==> src/rtl/qpf_pkg.sv <==
// Shared types, constants and helpers for the QRS pre-processing filter chain.
// No dependencies; every other file but qpf_checker imports this package.
package qpf_pkg;

    // Word widths
    localparam int SAMPLE_W = 12;
    localparam int DATA_W   = 32;
    localparam int FIR_W    = 14;   // x - 2*x6 + x12 stays within +/-8190

    // Raw sample shift line: holds the previous twelve samples
    localparam int RAW_TAPS    = 12;
    localparam int RAW_MID_TAP = 5;   // sample six items back

    // Low-pass history RAM: ring of the last 32 low-pass outputs
    localparam int LP_RING_DEPTH = 32;
    localparam int LP_RING_AW    = $clog2(LP_RING_DEPTH);
    localparam int LP_CNT_W      = $clog2(LP_RING_DEPTH + 1);
    localparam int LP_MID_OFS    = 16;
    localparam logic [LP_RING_AW-1:0] LP_MID_ADDR_OFS = LP_RING_AW'(LP_MID_OFS);

    // High-pass taps: current output and four before it
    localparam int HP_TAPS = 5;

    // Truncating divide shifts
    localparam logic [4:0] LP_DIV_SH    = 5'd5;   // divide by 32
    localparam logic [4:0] SLOPE_DIV_SH = 5'd3;   // divide by 8

    // Moving window default length
    localparam int WINDOW_LEN_DEF = 30;

    typedef logic signed [SAMPLE_W-1:0] t_sample;
    typedef logic signed [FIR_W-1:0]    t_fir;
    typedef logic signed [DATA_W-1:0]   t_data;

    // One word traveling down the chain; window holds the sum, later the mean
    typedef struct packed {
        t_data lowpass;
        t_data highpass;
        t_data slope;
        t_data window;
    } t_chain_word;

    // Signed divide by 2**sh, truncating toward zero
    function automatic t_data f_sdiv_pow2(input t_data v, input logic [4:0] sh);
        logic [DATA_W-1:0] mask;
        t_data             bias;
        mask = ~({DATA_W{1'b1}} << sh);
        bias = v[DATA_W-1] ? t_data'(mask) : '0;
        return (v + bias) >>> sh;
    endfunction

endpackage

==> src/rtl/qpf_out_buf.sv <==
// Output holding register with a skid entry behind it.
// Depends on qpf_pkg; o_full freezes the chain and stalls the input side.
module qpf_out_buf
    import qpf_pkg::*;
(
    input  logic        i_clk,
    input  logic        i_rst_n,
    input  logic        i_push,
    input  t_chain_word i_word,
    input  logic        i_stall,
    output logic        o_valid,
    output t_chain_word o_word,
    output logic        o_full
);

    logic        r_out_vld;
    logic        r_skid_vld;
    t_chain_word r_out_word;
    t_chain_word r_skid_word;

    logic pop;

    assign pop = r_out_vld & ~i_stall;

    // Control: a push arrives only while the skid entry is empty
    always_ff @(posedge i_clk) begin
        if (!i_rst_n) begin
            r_out_vld  <= 1'b0;
            r_skid_vld <= 1'b0;
        end else if (!r_out_vld || pop) begin
            r_out_vld  <= r_skid_vld | i_push;
            r_skid_vld <= 1'b0;
        end else if (i_push) begin
            r_skid_vld <= 1'b1;
        end
    end

    // Data: refill the head from the skid entry first, else from the chain
    always_ff @(posedge i_clk) begin
        if (!r_out_vld || pop) begin
            r_out_word <= r_skid_vld ? r_skid_word : i_word;
        end else if (i_push) begin
            r_skid_word <= i_word;
        end
    end

    assign o_valid = r_out_vld;
    assign o_word  = r_out_word;
    assign o_full  = r_skid_vld;

endmodule

==> config.mk <==
export PLATFORM = sky130hd
export DESIGN_NAME = qpf_out_buf
export DESIGN_NICKNAME = d
export VERILOG_FILES = /design/src/rtl/qpf_pkg.sv /design/src/rtl/qpf_out_buf.sv
export SDC_FILE = /design/constraint.sdc
export NUM_CORES = 1
export LEC_CHECK = 0
export BUFFER_PORTS_ARGS = -buffer_cell sky130_fd_sc_hd__buf_2
export CELL_PAD_IN_SITES_DETAIL_PLACEMENT = 1
export CELL_PAD_IN_SITES_GLOBAL_PLACEMENT = 2
export CORE_AREA = 2 2 155 157
export CTS_CLUSTER_DIAMETER = 100
export DETAILED_ROUTE_END_ITERATION = 6
export DIE_AREA = 0 0 157 159
export GPL_ROUTABILITY_DRIVEN = 0
export PLACE_DENSITY = 0.81
export SLEW_MARGIN = 20
export SYNTH_ARGS = -nofsm -noshare
export SYNTH_HDL_FRONTEND = slang
export SYNTH_SLANG_ARGS = --single-unit
==> constraint.sdc <==
create_clock -name i_clk -period 7.5 [get_ports i_clk]
set_input_delay 1.125 -clock i_clk [delete_from_list [all_inputs] [get_ports i_clk]]
set_output_delay 1.125 -clock i_clk [all_outputs]
set_load 0.02 [all_outputs]
==> reports/results.txt <==
Vias per cell: 4.67
Yosys reg bits: 258
Pre-Repair DR Iteration Count: 4
Num CTS Buffers: 27
Data arrival time of the worst path: 1.63 ns
Initial antenna violation count: 3
WP buf/inv: 1
Cell taking the most area after synthesis: edfxtp_1
NumNets Final: 816
Initial Util: 40.3%
Crit path depth: 1
H-tree depth: 1
Worst skew pair latency: 0.52 ns
Post-CTS Hold Buffers: 0
Status: completed
Worst hold stages: 1
Final Hold Fails: 0
Power Total: 3.27 mW
VDD IR max: 0.000162 V
CTS tree: built
Length in cells of the worst reg-to-reg path: 2
Skew final: 0.00946 ns
Row cnt: 56
PortBufs: 261
Clock-pin slew on the worst setup and hold paths: 0.06 ns
Crit-path cells: buf_2
P per Cell Area: 276 nW/um^2
Core Region: 23,200 sq um
Mapped Area: 9350 sq um
Worst min path class: flop to flop
Setup bufs post-CTS: 0
Kind of critical path: flop to primary output
RSZ-0062 raised after global routing: false
CP Data Required Time: 6.38 ns
Layout cells sized above 1: 61.9%
Die area: 25,000 sq um
Drt wl/cell: 18.7 um
Vias in the first global route: 5,330
Yosys warnings: 0
DRC: 0
Routed Antenna Nets: 0
CTS Sinks: 258
First-pass GRT wire length: 30,000 um
Area Overhead vs Synth: 26.7%
Fin crit share: 36.7%
CP Launch Type: flop
Number of max-cap violations: 0
Post-synthesis sequential area ratio: 82.7%
Syn Nets: 537
Post-CTS Resized: 0
Netlist cell types: 10
IO Pins: 262
CTS Root Cell: clkbuf_16
Total Routed Length: 19,200 um
Pleak: 4.46 nW
Worst slew pin tran: 1.06 ns
Total gr overflow: 0
Largest net degree at the start of global routing: 78
Total GRT Usage: 15.4%
# setup viols final: 0
Crit path setup slack, layout: 4.75 ns
Syn Area/Cell: 23.1 sq um
Max frequency: 363 MHz
Pre-CTS WS: 4.13 ns
Crit path max-delay family: flip-flops
Max_slew headroom: 29.5%
Largest cells by area after synthesis: edfxtp_1 (82%), mux2_2 (15%), buf_6 (1.6%)
Post-synthesis cell count: 405
CP endpoint kind: primary output
Die height: 159 um
Final TNS setup: 0 ns
DRT iter0 DRCs: 218
Dpl hpwl: 12,900 um
Worst path max stage delay: 0.81 ns
Share of the synthesized area in the top cell type: 82.2%
Clk buf depth: 3
Period minus WS final: 2.75 ns
Die Wd: 157 um
Vias: 4,795
Worst Path Max Fanout: 54
Slowest CP cell: dfxtp_4
Final Slew Violations: 0
## cells in the final DEF (no fill, tap or decap), drive strengths merged
cell type  netlist  routed
a21boi           1       1
and3             1       1
buf             14     264
bufinv           0       4
clkbuf           0      29
clkinv           0      13
clkinvlp         0       2
dfxtp            2       2
diode            0       3
edfxtp         256     256
inv              0       1
mux2           128     128
nand2            1       1
nor2             1       1
nor3b            1       1
## registers in the layout (all words and copies together), names as in the netlist
signal       count
r_skid_word    128
o_valid          1
o_full           1
o_word         128
## per-layer routing
metal | GRT usage [%] | part of all wire [%] | up-vias
met3 | 5.23 | 9.3 | 42
met1 | 19.6 | 40 | 2358
li1 | - | - | 2196
met2 | 24.5 | 48 | 199
met4 | 5.34 | 2.7 | 0
met5 | 0 | 0 | -
## cells in the mapped netlist
| cell | instances |
|---|---|
| nor2_1 | 1 |
| edfxtp_1 | 256 |
| buf_2 | 1 |
| nand2_1 | 1 |
| a21boi_0 | 1 |
| nor3b_1 | 1 |
| and3_1 | 1 |
| mux2_2 | 128 |
| dfxtp_1 | 2 |
| buf_6 | 13 |
## stage by stage
step	instances	util (%)	hold WS (ns)	instance area, sq um
5_1_grt	1025	51.0	0.557	11800
3_5_place_dp	974	47.2	0.534	10900
6_report	1026	51.1	0.540	11800
2_1_floorplan	405	-	0.523	9350
3_3_place_gp	974	47.2	0.526	10900
4_1_cts	1023	51.0	0.547	11800
## where the power goes
group	switching, mW	total, mW	internal (mW)
registers	0.0216	1.69	1.67
clock network	0.535	1.33	0.796
logic	0.150	0.244	0.0945
## final timing paths
kind,start,endpoint,slack [ns]
max reg2reg,o_full$_SDFFE_PP0P_,o_word[95]$_DFFE_PP_,5.00
min reg2reg,r_skid_word[4]$_DFFE_PP_,o_word[4]$_DFFE_PP_,0.54
max,o_full$_SDFFE_PP0P_,o_full,4.75
min,r_skid_word[4]$_DFFE_PP_,o_word[4]$_DFFE_PP_,0.54
## logic make-up after synthesis
kind of cell	count (synthesis)	share of synthesized area, %
AO/OA/AOI/OAI	1	0.0803
buffers and inverters	14	1.62
flip-flops	258	82.7
multiplexers	128	15.4
AND/OR/NAND/NOR	4	0.228
## layout make-up
| cell class | count | area (sq um) |
|---|---|---|
| diodes | 3 | 7.51 |
| clock buffers | 29 | 683 |
| clock inverters | 20 | 209 |
| fillers | 2200 | 11400 |
| multi-input cells | 133 | 1480 |
| flip-flops and latches | 258 | 7730 |
| well taps | 319 | 399 |
| repair buffers | 264 | 1330 |
## worst reg2reg max path, delay by kind of cell (launching register included)
| family | cells | cell delay [ns] |
|---|---|---|
| muxes | 1 | 0.56 |
| buffers and inverters | 1 | 0.88 |
| DFF | 1 | 0.81 |
Power figures use the tool's default switching activity.
