`config.mk`:
```
export PLATFORM = sky130hd
export DESIGN_NAME = qpf_window
export DESIGN_NICKNAME = d
export VERILOG_FILES = /design/src/rtl/qpf_pkg.sv /design/src/rtl/qpf_window.sv
export SDC_FILE = /design/constraint.sdc
export NUM_CORES = 2
export LEC_CHECK = 0
export ABC_CLOCK_PERIOD_IN_PS = 10600
export BUFFER_PORTS_ARGS = -buffer_cell sky130_fd_sc_hd__buf_2
export CAP_MARGIN = 10
export CELL_PAD_IN_SITES_DETAIL_PLACEMENT = 1
export CELL_PAD_IN_SITES_GLOBAL_PLACEMENT = 1
export CORE_ASPECT_RATIO = 0.6
export CORE_UTILIZATION = 54
export DETAILED_ROUTE_END_ITERATION = 6
export PLACE_DENSITY = 0.81
export SLEW_MARGIN = 25
export SYNTH_ARGS = -nofsm -noshare
export SYNTH_HDL_FRONTEND = slang
export SYNTH_SLANG_ARGS = --single-unit
```
`constraint.sdc`:
```
create_clock -name i_clk -period 10.6 [get_ports i_clk]
set_clock_uncertainty 0.05 [all_clocks]
set_input_delay 2.12 -clock i_clk [delete_from_list [all_inputs] [get_ports i_clk]]
set_output_delay 2.12 -clock i_clk [all_outputs]
set_load 0.005 [all_outputs]
```
`src/rtl/qpf_pkg.sv`:
```
// Shared types, constants and helpers for the QRS pre-processing filter chain.
// No dependencies; every other file but qpf_checker imports this package.
package qpf_pkg;

    // Word widths
    localparam int SAMPLE_W = 12;
    localparam int DATA_W   = 32;
    localparam int FIR_W    = 14;   // x - 2*x6 + x12 stays within +/-8190

    // Raw sample shift line: holds the previous twelve samples
    localparam int RAW_TAPS    = 12;
    localparam int RAW_MID_TAP = 5;   // sample six items back

    // Low-pass history RAM: ring of the last 32 low-pass outputs
    localparam int LP_RING_DEPTH = 32;
    localparam int LP_RING_AW    = $clog2(LP_RING_DEPTH);
    localparam int LP_CNT_W      = $clog2(LP_RING_DEPTH + 1);
    localparam int LP_MID_OFS    = 16;
    localparam logic [LP_RING_AW-1:0] LP_MID_ADDR_OFS = LP_RING_AW'(LP_MID_OFS);

    // High-pass taps: current output and four before it
    localparam int HP_TAPS = 5;

    // Truncating divide shifts
    localparam logic [4:0] LP_DIV_SH    = 5'd5;   // divide by 32
    localparam logic [4:0] SLOPE_DIV_SH = 5'd3;   // divide by 8

    // Moving window default length
    localparam int WINDOW_LEN_DEF = 30;

    typedef logic signed [SAMPLE_W-1:0] t_sample;
    typedef logic signed [FIR_W-1:0]    t_fir;
    typedef logic signed [DATA_W-1:0]   t_data;

    // One word traveling down the chain; window holds the sum, later the mean
    typedef struct packed {
        t_data lowpass;
        t_data highpass;
        t_data slope;
        t_data window;
    } t_chain_word;

    // Signed divide by 2**sh, truncating toward zero
    function automatic t_data f_sdiv_pow2(input t_data v, input logic [4:0] sh);
        logic [DATA_W-1:0] mask;
        t_data             bias;
        mask = ~({DATA_W{1'b1}} << sh);
        bias = v[DATA_W-1] ? t_data'(mask) : '0;
        return (v + bias) >>> sh;
    endfunction

endpackage

```
`src/rtl/qpf_window.sv`:
```
// Squaring and moving-window sum over a ring RAM of squared slopes.
// Depends on qpf_pkg; fed by qpf_front, feeds qpf_mean_div.
module qpf_window
    import qpf_pkg::*;
#(
    parameter int WINDOW_LEN = WINDOW_LEN_DEF
)
(
    input  logic        i_clk,
    input  logic        i_rst_n,
    input  logic        i_adv,
    input  logic        i_vld,
    input  t_chain_word i_word,
    output logic        o_vld,
    output t_chain_word o_word
);

    localparam int WIN_AW = $clog2(WINDOW_LEN);
    localparam int WIN_CW = $clog2(WINDOW_LEN + 1);
    localparam logic [WIN_AW-1:0] LAST_ADDR = WIN_AW'(WINDOW_LEN - 1);

    t_data             r_sq_mem [WINDOW_LEN];
    logic [WIN_AW-1:0] r_rptr;
    logic [WIN_AW-1:0] r_wptr;
    logic [WIN_CW-1:0] r_cnt;
    t_data             r_rd_old;
    logic              r_old_ok;
    logic              r_v4;
    t_chain_word       r_s4_word;
    t_data             r_s4_sq;
    t_data             r_sum;
    logic              r_v5;
    t_chain_word       r_s5_word;

    logic  acc;
    logic  wr;
    t_data n_sq;
    t_data old;
    t_data n_sum;

    assign acc = i_adv & i_vld;
    assign wr  = i_adv & r_v4;

    // Square, keeping the low word of the product
    assign n_sq = i_word.slope * i_word.slope;

    // Drop the oldest square and add the newest
    always_comb begin
        old   = r_old_ok ? r_rd_old : '0;
        n_sum = r_sum - old + r_s4_sq;
    end

    // Ring RAM: read the slot a word will replace, write one stage later
    always_ff @(posedge i_clk) begin
        if (acc) begin
            r_rd_old <= r_sq_mem[r_rptr];
        end
        if (wr) begin
            r_sq_mem[r_wptr] <= r_s4_sq;
        end
    end

    // Pointers, fill count and running sum
    always_ff @(posedge i_clk) begin
        if (!i_rst_n) begin
            r_rptr <= '0;
            r_wptr <= '0;
            r_cnt  <= '0;
            r_sum  <= '0;
        end else begin
            if (acc) begin
                r_rptr <= (r_rptr == LAST_ADDR) ? '0 : r_rptr + 1'b1;
                if (r_cnt != WIN_CW'(WINDOW_LEN)) begin
                    r_cnt <= r_cnt + 1'b1;
                end
            end
            if (wr) begin
                r_wptr <= (r_wptr == LAST_ADDR) ? '0 : r_wptr + 1'b1;
                r_sum  <= n_sum;
            end
        end
    end

    // Stage valids
    always_ff @(posedge i_clk) begin
        if (!i_rst_n) begin
            r_v4 <= 1'b0;
            r_v5 <= 1'b0;
        end else if (i_adv) begin
            r_v4 <= i_vld;
            r_v5 <= r_v4;
        end
    end

    // Stage payloads
    always_ff @(posedge i_clk) begin
        if (acc) begin
            r_s4_word <= i_word;
            r_s4_sq   <= n_sq;
            r_old_ok  <= (r_cnt == WIN_CW'(WINDOW_LEN));
        end
        if (wr) begin
            r_s5_word.lowpass  <= r_s4_word.lowpass;
            r_s5_word.highpass <= r_s4_word.highpass;
            r_s5_word.slope    <= r_s4_word.slope;
            r_s5_word.window   <= n_sum;
        end
    end

    assign o_vld  = r_v5;
    assign o_word = r_s5_word;

endmodule

```
==> results.txt <==
DRT antenna net count = 0
Reg area = 37,500 um2
Post-CTS Hold Buffers = 0
Worst EP required = 11,040 ps
Critical-path top delay cell = a2111oi_0
Inserted Clock Buffers = 108
GRT Overall Usage = 0.304
Final HPWL DP = 116,000 um
layout cells sized above 1 = 0.209
CTS sink count = 1,265
initial antenna violation count = 9
fmax = 105 MHz
fin crit period = 9520 ps
initial core utilization = 0.544
Final Core Density = 0.606
Core Box Area = 114,000 um2
Layout area overhead = 11.3%
Crit Path Category = in -> reg
Initial DRC Count = 4,269
per-cell routed wire length = 31.3 um
via count = 34,329
Worst Path Arrival = 9960 ps
setup TNS = 0 ps
crit share post-route = 0.898
Final Hold Viols = 0
IO Port Bufs = 228
root buffer cell = clkbuf_16
via/cell ratio = 6.10
Multi-input gate area = 22,300 um2
Setup Buffers After CTS = 0
Max Cap Violations = 0
worst slew pin tran = 1060 ps
# resized after CTS = 0
sequential share of the synthesized area = 0.602
Synth Cell Area = 62,200 um2
Slew Limit Fails = 0
DRC = 0
first-pass GRT wire length = 250,000 um
YS warnings = 0
Rows = 96
RSZ-0062 raised after global routing = false
Ports = 261
cell count after synthesis = 3,728
EDFF count, synth = 1,216
asr flop ratio synth = 0
largest buffer count on any clock path = 3
top_reg_cell synth = edfxtp_1
Chip Width = 440 um
status = finished, final reports clean
most frequent cells in the layout = 1,216 x edfxtp_1, 580 x inv_1, 395 x fa_1
Crit Path Max Fanout = 21
fill count = 10,231
later-pin clock latency in the skew report = 760 ps
pin count of the biggest net entering global routing = 153
HP Class = reg -> reg
die area = 117,000 um2
vias in the first global route = 35,809
Final Setup Violations = 0
critical path startpoint category = input pin
Synth cell types = 71
CTS tree = done
most numerous cell on the critical path = fa_1
GP Congestion = 0.888
GRT Residual Overflow = 0
Final nets = 4,741
clk slew on worst S/H paths = 70 ps
slowest cell delay on critical path = 660 ps
H-tree levels = 3
leading cell type in the layout, fill and taps excluded = edfxtp_1
die height = 265 um
Post-Route WL = 176,000 um
Max-Slew Margin vs Limit = 0.292
DR pass1 iterations = 5
#FFs+latches synth = 1,265
Worst setup EP type = flop
Syn Area/Cell = 16.7 um2
Syn Nets = 4,446
## cell usage after synthesis, drive strengths merged, types with 5 or more instances
cell	count	area share
nand4	12	0.0012
nor2	94	0.0057
nand2b	9	0.00090
mux2i	10	0.0016
nor2b	7	0.00070
ha	191	0.038
nand3	16	0.0013
o21ai	31	0.0026
o21bai	6	0.00072
mux4	276	0.10
xnor2	65	0.0091
a21oi	69	0.0055
mux2	61	0.011
and3	7	0.00070
inv	581	0.035
a31oi	8	0.00080
a211oi	9	0.0011
dfxtp	49	0.016
buf	33	0.0025
or2	5	0.00050
o21a	8	0.00096
nor3	11	0.00088
a21boi	5	0.00060
edfxtp	1216	0.59
nand2	171	0.010
xor2	32	0.0045
fa	395	0.13
a21o	19	0.0023
and2	174	0.018
o211ai	6	0.00072
clkbuf	98	0.0059
## registers in the layout, summed over array words and instances (netlist names), 30 cells and up
signal	count
r_s4_sq	30
r_sum	32
r_rd_old	31
o_word	128
r_sq_mem	930
r_s4_word	96
## cell families (layout without fill, tap and decap cells)
logic type	Yosys count	after routing	share of synthesized area
AO/OA/AOI/OAI	192	192	0.0201
multiplexers	347	347	0.113
XOR/XNOR	97	97	0.0136
adder cells (fa/ha/maj)	586	586	0.165
buffers and inverters	713	1089	0.0435
AND/OR/NAND/NOR	528	528	0.0425
other	0	4	0
flip-flops	1265	1265	0.602
## final timing paths
check | end | slack [ps] | cells after the start | from
worst max-delay path | r_s4_sq[31]$_DFFE_PP_ | 1080 | 25 | i_word[40]
worst min-delay path | o_word[60]$_DFFE_PP_ | 360 | 0 | r_s4_word[60]$_DFFE_PP_
worst max register to register | o_word[30]$_DFFE_PP_ | 5680 | 13 | r_s4_sq[4]$_DFFE_PP_
worst min register to register | o_word[60]$_DFFE_PP_ | 360 | 0 | r_s4_word[60]$_DFFE_PP_
## cell type report
class | count | share of cell area
flip-flops and latches | 1265 | 0.541
multi-input cells | 1750 | 0.321
clock buffers | 136 | 0.0414
inverters | 582 | 0.0317
repair buffers | 316 | 0.0288
well taps | 1519 | 0.0274
clock inverters | 55 | 0.00793
diodes | 4 | 0.000144
## per-layer routing
metal | share of wire | vias to the layer above | track usage
met3 | 0.12 | 235 | 0.107
met1 | 0.42 | 18240 | 0.459
li1 | - | 13896 | -
met5 | 0.00083 | - | 0.00786
met2 | 0.43 | 1954 | 0.429
met4 | 0.020 | 4 | 0.0617
## critical path: cells and delay by family
kind | cells | cell delay, ps
adder cells (fa/ha/maj) | 9 | 4080
XOR/XNOR | 1 | 120
AO/OA/AOI/OAI | 7 | 2090
buffers and inverters | 7 | 1310
AND/OR/NAND/NOR | 1 | 220
## stage by stage
stage	worst slack, ps	instance area (um2)	std cells	hold WS [ps]
2_1_floorplan	1520	62200	3728	350
3_3_place_gp	831	65500	5410	350
3_5_place_dp	591	65600	5413	356
4_1_cts	1280	69000	5604	370
5_1_grt	844	69300	5626	374
6_report	1080	69300	5627	365
Power is left out: the tool's default activity adds up to more than one toggle a clock period on the data nets, which glitch-free logic cannot reach.
