==> config.mk <==
export PLATFORM = sky130hd
export DESIGN_NAME = qpf_front
export DESIGN_NICKNAME = d
export VERILOG_FILES = /design/src/rtl/qpf_pkg.sv /design/src/rtl/qpf_front.sv
export SDC_FILE = /design/constraint.sdc
export NUM_CORES = 2
export LEC_CHECK = 0
export ABC_AREA = 1
export BUFFER_PORTS_ARGS = -buffer_cell sky130_fd_sc_hd__buf_4
export CAP_MARGIN = 20
export CORE_AREA = 2 2 305 428
export DETAILED_ROUTE_END_ITERATION = 12
export DIE_AREA = 0 0 307 430
export GPL_TIMING_DRIVEN = 1
export PLACE_DENSITY = 0.79
export SYNTH_ARGS = -nofsm -noshare
export SYNTH_HDL_FRONTEND = slang
export SYNTH_SLANG_ARGS = --single-unit
==> constraint.sdc <==
create_clock -name i_clk -period 19.45 [get_ports i_clk]
set_input_delay 3.89 -clock i_clk [delete_from_list [all_inputs] [get_ports i_clk]]
set_output_delay 3.89 -clock i_clk [all_outputs]
set_load 0.005 [all_outputs]
==> src/rtl/qpf_pkg.sv <==
// Shared types, constants and helpers for the QRS pre-processing filter chain.
// No dependencies; every other file but qpf_checker imports this package.
package qpf_pkg;

    // Word widths
    localparam int SAMPLE_W = 12;
    localparam int DATA_W   = 32;
    localparam int FIR_W    = 14;   // x - 2*x6 + x12 stays within +/-8190

    // Raw sample shift line: holds the previous twelve samples
    localparam int RAW_TAPS    = 12;
    localparam int RAW_MID_TAP = 5;   // sample six items back

    // Low-pass history RAM: ring of the last 32 low-pass outputs
    localparam int LP_RING_DEPTH = 32;
    localparam int LP_RING_AW    = $clog2(LP_RING_DEPTH);
    localparam int LP_CNT_W      = $clog2(LP_RING_DEPTH + 1);
    localparam int LP_MID_OFS    = 16;
    localparam logic [LP_RING_AW-1:0] LP_MID_ADDR_OFS = LP_RING_AW'(LP_MID_OFS);

    // High-pass taps: current output and four before it
    localparam int HP_TAPS = 5;

    // Truncating divide shifts
    localparam logic [4:0] LP_DIV_SH    = 5'd5;   // divide by 32
    localparam logic [4:0] SLOPE_DIV_SH = 5'd3;   // divide by 8

    // Moving window default length
    localparam int WINDOW_LEN_DEF = 30;

    typedef logic signed [SAMPLE_W-1:0] t_sample;
    typedef logic signed [FIR_W-1:0]    t_fir;
    typedef logic signed [DATA_W-1:0]   t_data;

    // One word traveling down the chain; window holds the sum, later the mean
    typedef struct packed {
        t_data lowpass;
        t_data highpass;
        t_data slope;
        t_data window;
    } t_chain_word;

    // Signed divide by 2**sh, truncating toward zero
    function automatic t_data f_sdiv_pow2(input t_data v, input logic [4:0] sh);
        logic [DATA_W-1:0] mask;
        t_data             bias;
        mask = ~({DATA_W{1'b1}} << sh);
        bias = v[DATA_W-1] ? t_data'(mask) : '0;
        return (v + bias) >>> sh;
    endfunction

endpackage

==> src/rtl/qpf_front.sv <==
// Front end of the chain: low-pass, high-pass and five-point derivative.
// Keeps low-pass history in a two-read-port ring RAM; depends on qpf_pkg.
module qpf_front
    import qpf_pkg::*;
(
    input  logic        i_clk,
    input  logic        i_rst_n,
    input  logic        i_adv,
    input  logic        i_vld,
    input  t_sample     i_sample,
    output logic        o_vld,
    output t_chain_word o_word
);

    // Sample shift line and low-pass recursion state
    t_sample r_raw [RAW_TAPS];
    t_data   r_lp1;
    t_data   r_lp2;

    // Low-pass history RAM and its pointer / fill count
    t_data                 r_lp_mem [LP_RING_DEPTH];
    logic [LP_RING_AW-1:0] r_lp_ptr;
    logic [LP_CNT_W-1:0]   r_lp_cnt;
    t_data                 r_rd_old;
    t_data                 r_rd_mid;

    // Stage 1
    logic  r_v1;
    logic  r_mid_ok;
    logic  r_old_ok;
    t_data r_s1_lp;

    // High-pass state
    t_data r_lp17;
    t_data r_hp [HP_TAPS];

    // Stage 2 and output stage
    logic        r_v2;
    t_data       r_s2_lp;
    logic        r_v3;
    t_chain_word r_s3_word;

    logic                  acc;
    logic [LP_RING_AW-1:0] mid_addr;
    t_fir                  fir;
    t_data                 n_lp;
    t_data                 lp16;
    t_data                 lp32;
    t_data                 n_hp;
    t_data                 d;
    t_data                 n_slope;

    assign acc      = i_vld & i_adv;
    assign mid_addr = r_lp_ptr + LP_MID_ADDR_OFS;

    // Low-pass: FIR part over raw taps, then the double-pole recursion
    always_comb begin
        fir  = t_fir'(i_sample) - (t_fir'(r_raw[RAW_MID_TAP]) <<< 1)
             + t_fir'(r_raw[RAW_TAPS-1]);
        n_lp = (r_lp1 <<< 1) - r_lp2 + f_sdiv_pow2(t_data'(fir), LP_DIV_SH);
    end

    // High-pass over low-pass history; unfilled entries read as zero
    always_comb begin
        lp16 = r_mid_ok ? r_rd_mid : '0;
        lp32 = r_old_ok ? r_rd_old : '0;
        n_hp = r_hp[0] - f_sdiv_pow2(r_s1_lp, LP_DIV_SH) + lp16 - r_lp17
             + f_sdiv_pow2(lp32, LP_DIV_SH);
    end

    // Derivative over the high-pass taps (newest in entry 0)
    always_comb begin
        d       = (r_hp[0] <<< 1) + r_hp[1] - r_hp[3] - (r_hp[4] <<< 1);
        n_slope = f_sdiv_pow2(d, SLOPE_DIV_SH);
    end

    // Shift in the raw sample and advance the low-pass recursion
    always_ff @(posedge i_clk) begin
        if (!i_rst_n) begin
            for (int i = 0; i < RAW_TAPS; i++) begin
                r_raw[i] <= '0;
            end
            r_lp1    <= '0;
            r_lp2    <= '0;
            r_lp_ptr <= '0;
            r_lp_cnt <= '0;
        end else if (acc) begin
            r_raw[0] <= i_sample;
            for (int i = 1; i < RAW_TAPS; i++) begin
                r_raw[i] <= r_raw[i-1];
            end
            r_lp1    <= n_lp;
            r_lp2    <= r_lp1;
            r_lp_ptr <= r_lp_ptr + 1'b1;
            if (r_lp_cnt != LP_CNT_W'(LP_RING_DEPTH)) begin
                r_lp_cnt <= r_lp_cnt + 1'b1;
            end
        end
    end

    // Ring RAM: write the new output, read 32 back (same slot) and 16 back
    always_ff @(posedge i_clk) begin
        if (acc) begin
            r_lp_mem[r_lp_ptr] <= n_lp;
            r_rd_old           <= r_lp_mem[r_lp_ptr];
            r_rd_mid           <= r_lp_mem[mid_addr];
        end
    end

    // Stage valids
    always_ff @(posedge i_clk) begin
        if (!i_rst_n) begin
            r_v1 <= 1'b0;
            r_v2 <= 1'b0;
            r_v3 <= 1'b0;
        end else if (i_adv) begin
            r_v1 <= i_vld;
            r_v2 <= r_v1;
            r_v3 <= r_v2;
        end
    end

    // Stage 1 payload
    always_ff @(posedge i_clk) begin
        if (acc) begin
            r_s1_lp  <= n_lp;
            r_mid_ok <= (r_lp_cnt >= LP_CNT_W'(LP_MID_OFS));
            r_old_ok <= (r_lp_cnt == LP_CNT_W'(LP_RING_DEPTH));
        end
    end

    // High-pass history: advance with each word leaving stage 1
    always_ff @(posedge i_clk) begin
        if (!i_rst_n) begin
            r_lp17 <= '0;
            for (int i = 0; i < HP_TAPS; i++) begin
                r_hp[i] <= '0;
            end
        end else if (i_adv && r_v1) begin
            r_lp17  <= lp16;
            r_hp[0] <= n_hp;
            for (int i = 1; i < HP_TAPS; i++) begin
                r_hp[i] <= r_hp[i-1];
            end
        end
    end

    // Stage 2 and output payload
    always_ff @(posedge i_clk) begin
        if (i_adv && r_v1) begin
            r_s2_lp <= r_s1_lp;
        end
        if (i_adv && r_v2) begin
            r_s3_word.lowpass  <= r_s2_lp;
            r_s3_word.highpass <= r_hp[0];
            r_s3_word.slope    <= n_slope;
            r_s3_word.window   <= '0;
        end
    end

    assign o_vld  = r_v3;
    assign o_word = r_s3_word;

endmodule

==> report_table.html <==
<table>
<tr><th>Metric</th><th>Value</th></tr>
<tr><th colspan="2">Clock network</th></tr>
<tr><td>CTS Buf Count</td><td>154</td></tr>
<tr><td>Bufs on Longest Clock Path</td><td>3</td></tr>
<tr><td>CTS tree</td><td>built</td></tr>
<tr><td>Post-CTS Setup Repair Bufs</td><td>0</td></tr>
<tr><td>CTS clock-pin slew for the worst setup and hold paths</td><td>approximately 0.060 ns</td></tr>
<tr><td>Buffer type at the clock tree root</td><td>clkbuf_16</td></tr>
<tr><td>Sinks on Clock Net</td><td>roughly 1700</td></tr>
<tr><td>H-tree depth reported by CTS</td><td>4</td></tr>
<tr><td>Clock latency reported for the late side of the worst-skew pair</td><td>0.81 ns</td></tr>
<tr><td># hold bufs at CTS</td><td>0</td></tr>
<tr><td>PostCTS Resize Cnt</td><td>0</td></tr>
<tr><th colspan="2">Floorplanning</th></tr>
<tr><td>Die boundary width</td><td>307 um</td></tr>
<tr><td>Height of the die</td><td>430 um</td></tr>
<tr><td>Floorplan die area</td><td>0.132 mm^2</td></tr>
<tr><td>Std cell rows</td><td>156</td></tr>
<tr><td>Initial core utilization</td><td>59.6%</td></tr>
<tr><td>Placeable Area</td><td>0.128 mm^2</td></tr>
<tr><td>Top-Level Pins</td><td>145</td></tr>
<tr><th colspan="2">Yosys</th></tr>
<tr><td>Number of cells produced by synthesis</td><td>around 6900</td></tr>
<tr><td>Register bit count reported by yosys</td><td>1660</td></tr>
<tr><td>EDFF count, synth</td><td>about 1600</td></tr>
<tr><td>Number of warnings reported in the yosys synthesis log</td><td>0</td></tr>
<tr><td>Mean area per synthesized cell</td><td>around 11 um^2</td></tr>
<tr><td>Library cell occupying the most area in the post-synthesis netlist</td><td>edfxtp_1</td></tr>
<tr><td>Total standard cell area after synthesis</td><td>0.0766 mm^2</td></tr>
<tr><td>Fraction of registers with async set/reset</td><td>0%</td></tr>
<tr><td>Distinct cells, synth</td><td>53</td></tr>
<tr><td>Fraction of the yosys area taken by sequential cells</td><td>about 64%</td></tr>
<tr><td>Leading cell types by total area after synthesis</td><td>edfxtp_1 (61%), nand2_1 (5.2%), fa_1 (5.1%)</td></tr>
<tr><td>Proportion of netlist area held by the largest area contributor</td><td>60.8%</td></tr>
<tr><td>Dominant register cell in the synthesized netlist</td><td>edfxtp_1</td></tr>
<tr><th colspan="2">Global route</th></tr>
<tr><td>Number of antenna violations at the first check in global routing</td><td>4</td></tr>
<tr><td>Global-route total usage across every layer</td><td>31.7%</td></tr>
<tr><td>Maximum number of pins on one net before global-route repair</td><td>191</td></tr>
<tr><td>Global route overflow</td><td>0</td></tr>
<tr><td>Wire length of the first global-routing pass</td><td>311 mm</td></tr>
<tr><td>Vias in the first global route</td><td>~52000</td></tr>
<tr><th colspan="2">Timing</th></tr>
<tr><td>Number of max-slew violations in the final report</td><td>0</td></tr>
<tr><td>Post-Route Skew</td><td>0.0316 ns</td></tr>
<tr><td>Period utilisation layout</td><td>52.5%</td></tr>
<tr><td>Worst slew margin relative to its limit</td><td>24.3%</td></tr>
<tr><td>Final setup violation count</td><td>0</td></tr>
<tr><td>Smallest hold slack</td><td>0.415 ns</td></tr>
<tr><td>Time the worst path needs with I/O delays and setup</td><td>10.21 ns</td></tr>
<tr><td>F_max</td><td>97.9 MHz</td></tr>
<tr><td>Transition time of the tightest slew-check pin</td><td>1.13 ns</td></tr>
<tr><td>Sum Neg Setup Slack</td><td>0 ns</td></tr>
<tr><td>Hold Vio Cnt, Final</td><td>0</td></tr>
<tr><td>Unrepaired setup endpoints after global routing</td><td>no</td></tr>
<tr><th colspan="2">Worst setup path</th></tr>
<tr><td>Worst path required time</td><td>19.92 ns</td></tr>
<tr><td>Worst R2R Start</td><td>r_raw[1][19]</td></tr>
<tr><td>Startpoint-to-endpoint class of the critical path</td><td>in2reg</td></tr>
<tr><td>Crit path DAT</td><td>approximately 11 ns</td></tr>
<tr><td>Capture instance of the worst register-to-register path</td><td>r_s1_lp[25]</td></tr>
<tr><td>CP delay by family, top</td><td>simple AND/OR/NAND/NOR gates</td></tr>
<tr><td>Type of element capturing the critical path</td><td>register</td></tr>
<tr><td>Register-to-register setup slack</td><td>12.03 ns</td></tr>
<tr><td>CP max FO</td><td>33</td></tr>
<tr><td>Worst-path cell with the longest stage delay</td><td>and2_1</td></tr>
<tr><td>Cells on worst reg2reg path</td><td>35</td></tr>
<tr><td>Type of origin of the critical path</td><td>input port</td></tr>
<tr><td>Dominant cell type by count on the critical path</td><td>nand2_1</td></tr>
<tr><td>Worst path buffer plus inverter count</td><td>7</td></tr>
<tr><td>Slowest Stage Delay on Critical Path</td><td>approximately 0.76 ns</td></tr>
<tr><th colspan="2">Worst hold path</th></tr>
<tr><td>Hold crit path type</td><td>reg2reg</td></tr>
<tr><td>Hold path startpoint</td><td>r_s2_lp[21]</td></tr>
<tr><td>End point of the most critical hold path</td><td>o_word[117]</td></tr>
<tr><td>Number of cells on the worst hold path</td><td>0</td></tr>
<tr><th colspan="2">Power</th></tr>
<tr><td>Peak VDD IR</td><td>0.000222 V</td></tr>
<tr><td>Static leakage</td><td>0.0320 uW</td></tr>
<tr><td>Power Dens Cells</td><td>~200 mW/mm^2</td></tr>
<tr><th colspan="2">Finish</th></tr>
<tr><td>Synth-to-Final Area Change</td><td>10.4%</td></tr>
<tr><td>Proportion of layout cells with a drive suffix above 1</td><td>7.83%</td></tr>
<tr><td>Total Nets Final</td><td>7313</td></tr>
<tr><td>Fillers</td><td>just over 9000</td></tr>
<tr><th colspan="2">Job</th></tr>
<tr><td>Count of maximum capacitance violations</td><td>0</td></tr>
<tr><th colspan="2">Placement</th></tr>
<tr><td>Routability-driven placement congestion ratio</td><td>0.977</td></tr>
<tr><td>Port Buf Inserts</td><td>roughly 110</td></tr>
<tr><td>HPWL after detailed placement</td><td>133 mm</td></tr>
<tr><th colspan="2">Route</th></tr>
<tr><td>DRC errors left</td><td>0</td></tr>
<tr><td>Count of vias placed by the detailed router</td><td>52900</td></tr>
<tr><td>Number of nets still failing antenna checks after routing</td><td>0</td></tr>
<tr><td>DR vias/cell</td><td>roughly 6.0</td></tr>
<tr><td>Iter 0 DRT Violations</td><td>6357</td></tr>
<tr><td>Drt first pass iters</td><td>6</td></tr>
<tr><td>Routed WL per cell</td><td>24.0 um</td></tr>
<tr><td>Total wire length after detailed routing</td><td>211 mm</td></tr>
<tr><th colspan="2">Status</th></tr>
<tr><td>Status</td><td>finished clean</td></tr>
</table>
cell families (layout without fill, tap and decap cells):
kind of cell | count (synthesis) | in the layout | synth area share, %
adder cells (fa/ha/maj) | 322 | 322 | 7.17
AO/OA/AOI/OAI | 1146 | 1146 | 8.56
flip-flops | 1660 | 1660 | 63.7
XOR/XNOR | 120 | 120 | 1.47
other | 1 | 33 | 0.00490
buffers and inverters | 1157 | 1332 | 5.85
AND/OR/NAND/NOR | 2491 | 2491 | 13.3
worst register-to-register path: cells and delay by family, from the launching register on:
kind | cells | cell delay, ns
simple gates | 22 | 3.58
buf+inv | 5 | 0.32
flops | 1 | 0.45
compound gates | 2 | 0.48
fa+ha+maj | 6 | 2.30
how the worst max path moves through the flow:
stage,startpoint,end,slack (ns),cells after the start
floorplan,i_vld,r_raw[0][0],8.26,5
global placement,i_sample[8],r_lp_mem[19][29],8.45,39
detailed placement,i_sample[8],r_lp_mem[20][29],8.38,39
finish,i_sample[8],r_s1_lp[25],9.24,37
CTS,i_sample[8],r_lp_mem[22][29],9.20,39
global route,i_sample[8],r_lp_mem[24][25],8.68,37
Yosys cell counts, types with 35 or more instances:
master and count:
clkbuf_1 264, dfxtp_1 110, buf_4 35, xnor2_1 44, ha_1 127, o21ai_0 655
fa_1 195, o22ai_1 169, nand3_1 259, nor2_1 1011, xor2_1 69, nor3_1 42
inv_1 831, nand2_1 1054, o221ai_1 102, edfxtp_1 1550, a21oi_1 136
placed cells by master (no fill, tap or decap), drive strengths merged, types with 76 or more instances in the layout:
master and n:
clkbuf 206, ha 127, o22ai 171, o21ai 658, nand2 1079, inv 851
nand3 264, fa 195, nor2 1024, xor2 76, a21oi 138, dfxtp 110
buf 209, o221ai 102, edfxtp 1550
power by group:
group	total, uW	internal (uW)	leakage (uW)	switching [uW]
Clock	3010	1670	0.00243	1340
Sequential	6920	6710	0.0153	204
Combinational	7270	1780	0.0142	5490
state kept, by name, indices dropped and copies added, names as in the netlist:
signal    count
r_lp_mem   1024
r_hp        159
r_raw       144
o_word       93
r_lp17       32
r_lp1        32
r_lp2        32
r_rd_mid     32
r_rd_old     32
r_s1_lp      32
r_s2_lp      32
r_lp_cnt      6
r_lp_ptr      5
o_vld         1
r_mid_ok      1
r_old_ok      1
r_v1          1
r_v2          1
cell type report:
class,instances,area (um^2),area share [%]
Clock inverter,78,821,0.971
Inverter,839,3180,3.76
Multi-Input combinational cell,4111,23800,28.2
Antenna cell,1,2.50,0.00296
Tap cell,1659,2080,2.46
Clock buffer,206,4170,4.94
Sequential cell,1660,48800,57.7
Timing Repair Buffer,209,1690,2.00
per-stage QoR:
stage | area [um^2] | total power (uW) | instances | utilization, % | worst slack (ns)
2_1_floorplan | 76700 | 11300 | 6928 | - | 8.26
3_3_place_gp | 79400 | 13700 | 8470 | 61.8 | 8.45
3_5_place_dp | 79400 | 14000 | 8473 | 61.8 | 8.38
4_1_cts | 84400 | 17000 | 8757 | 65.7 | 9.20
5_1_grt | 84500 | 18100 | 8762 | 65.8 | 8.68
6_report | 84500 | 17200 | 8763 | 65.8 | 9.24
metal layers:
layer	part of all wire, %	vias up	track usage (%)
met1	33	25500	36.4
li1	-	23600	-
met5	0.011	-	0
met3	9.7	793	6.46
met2	50	2990	54.3
met4	7.2	4	20.3
No activity file was read; power rests on OpenSTA's default activity.
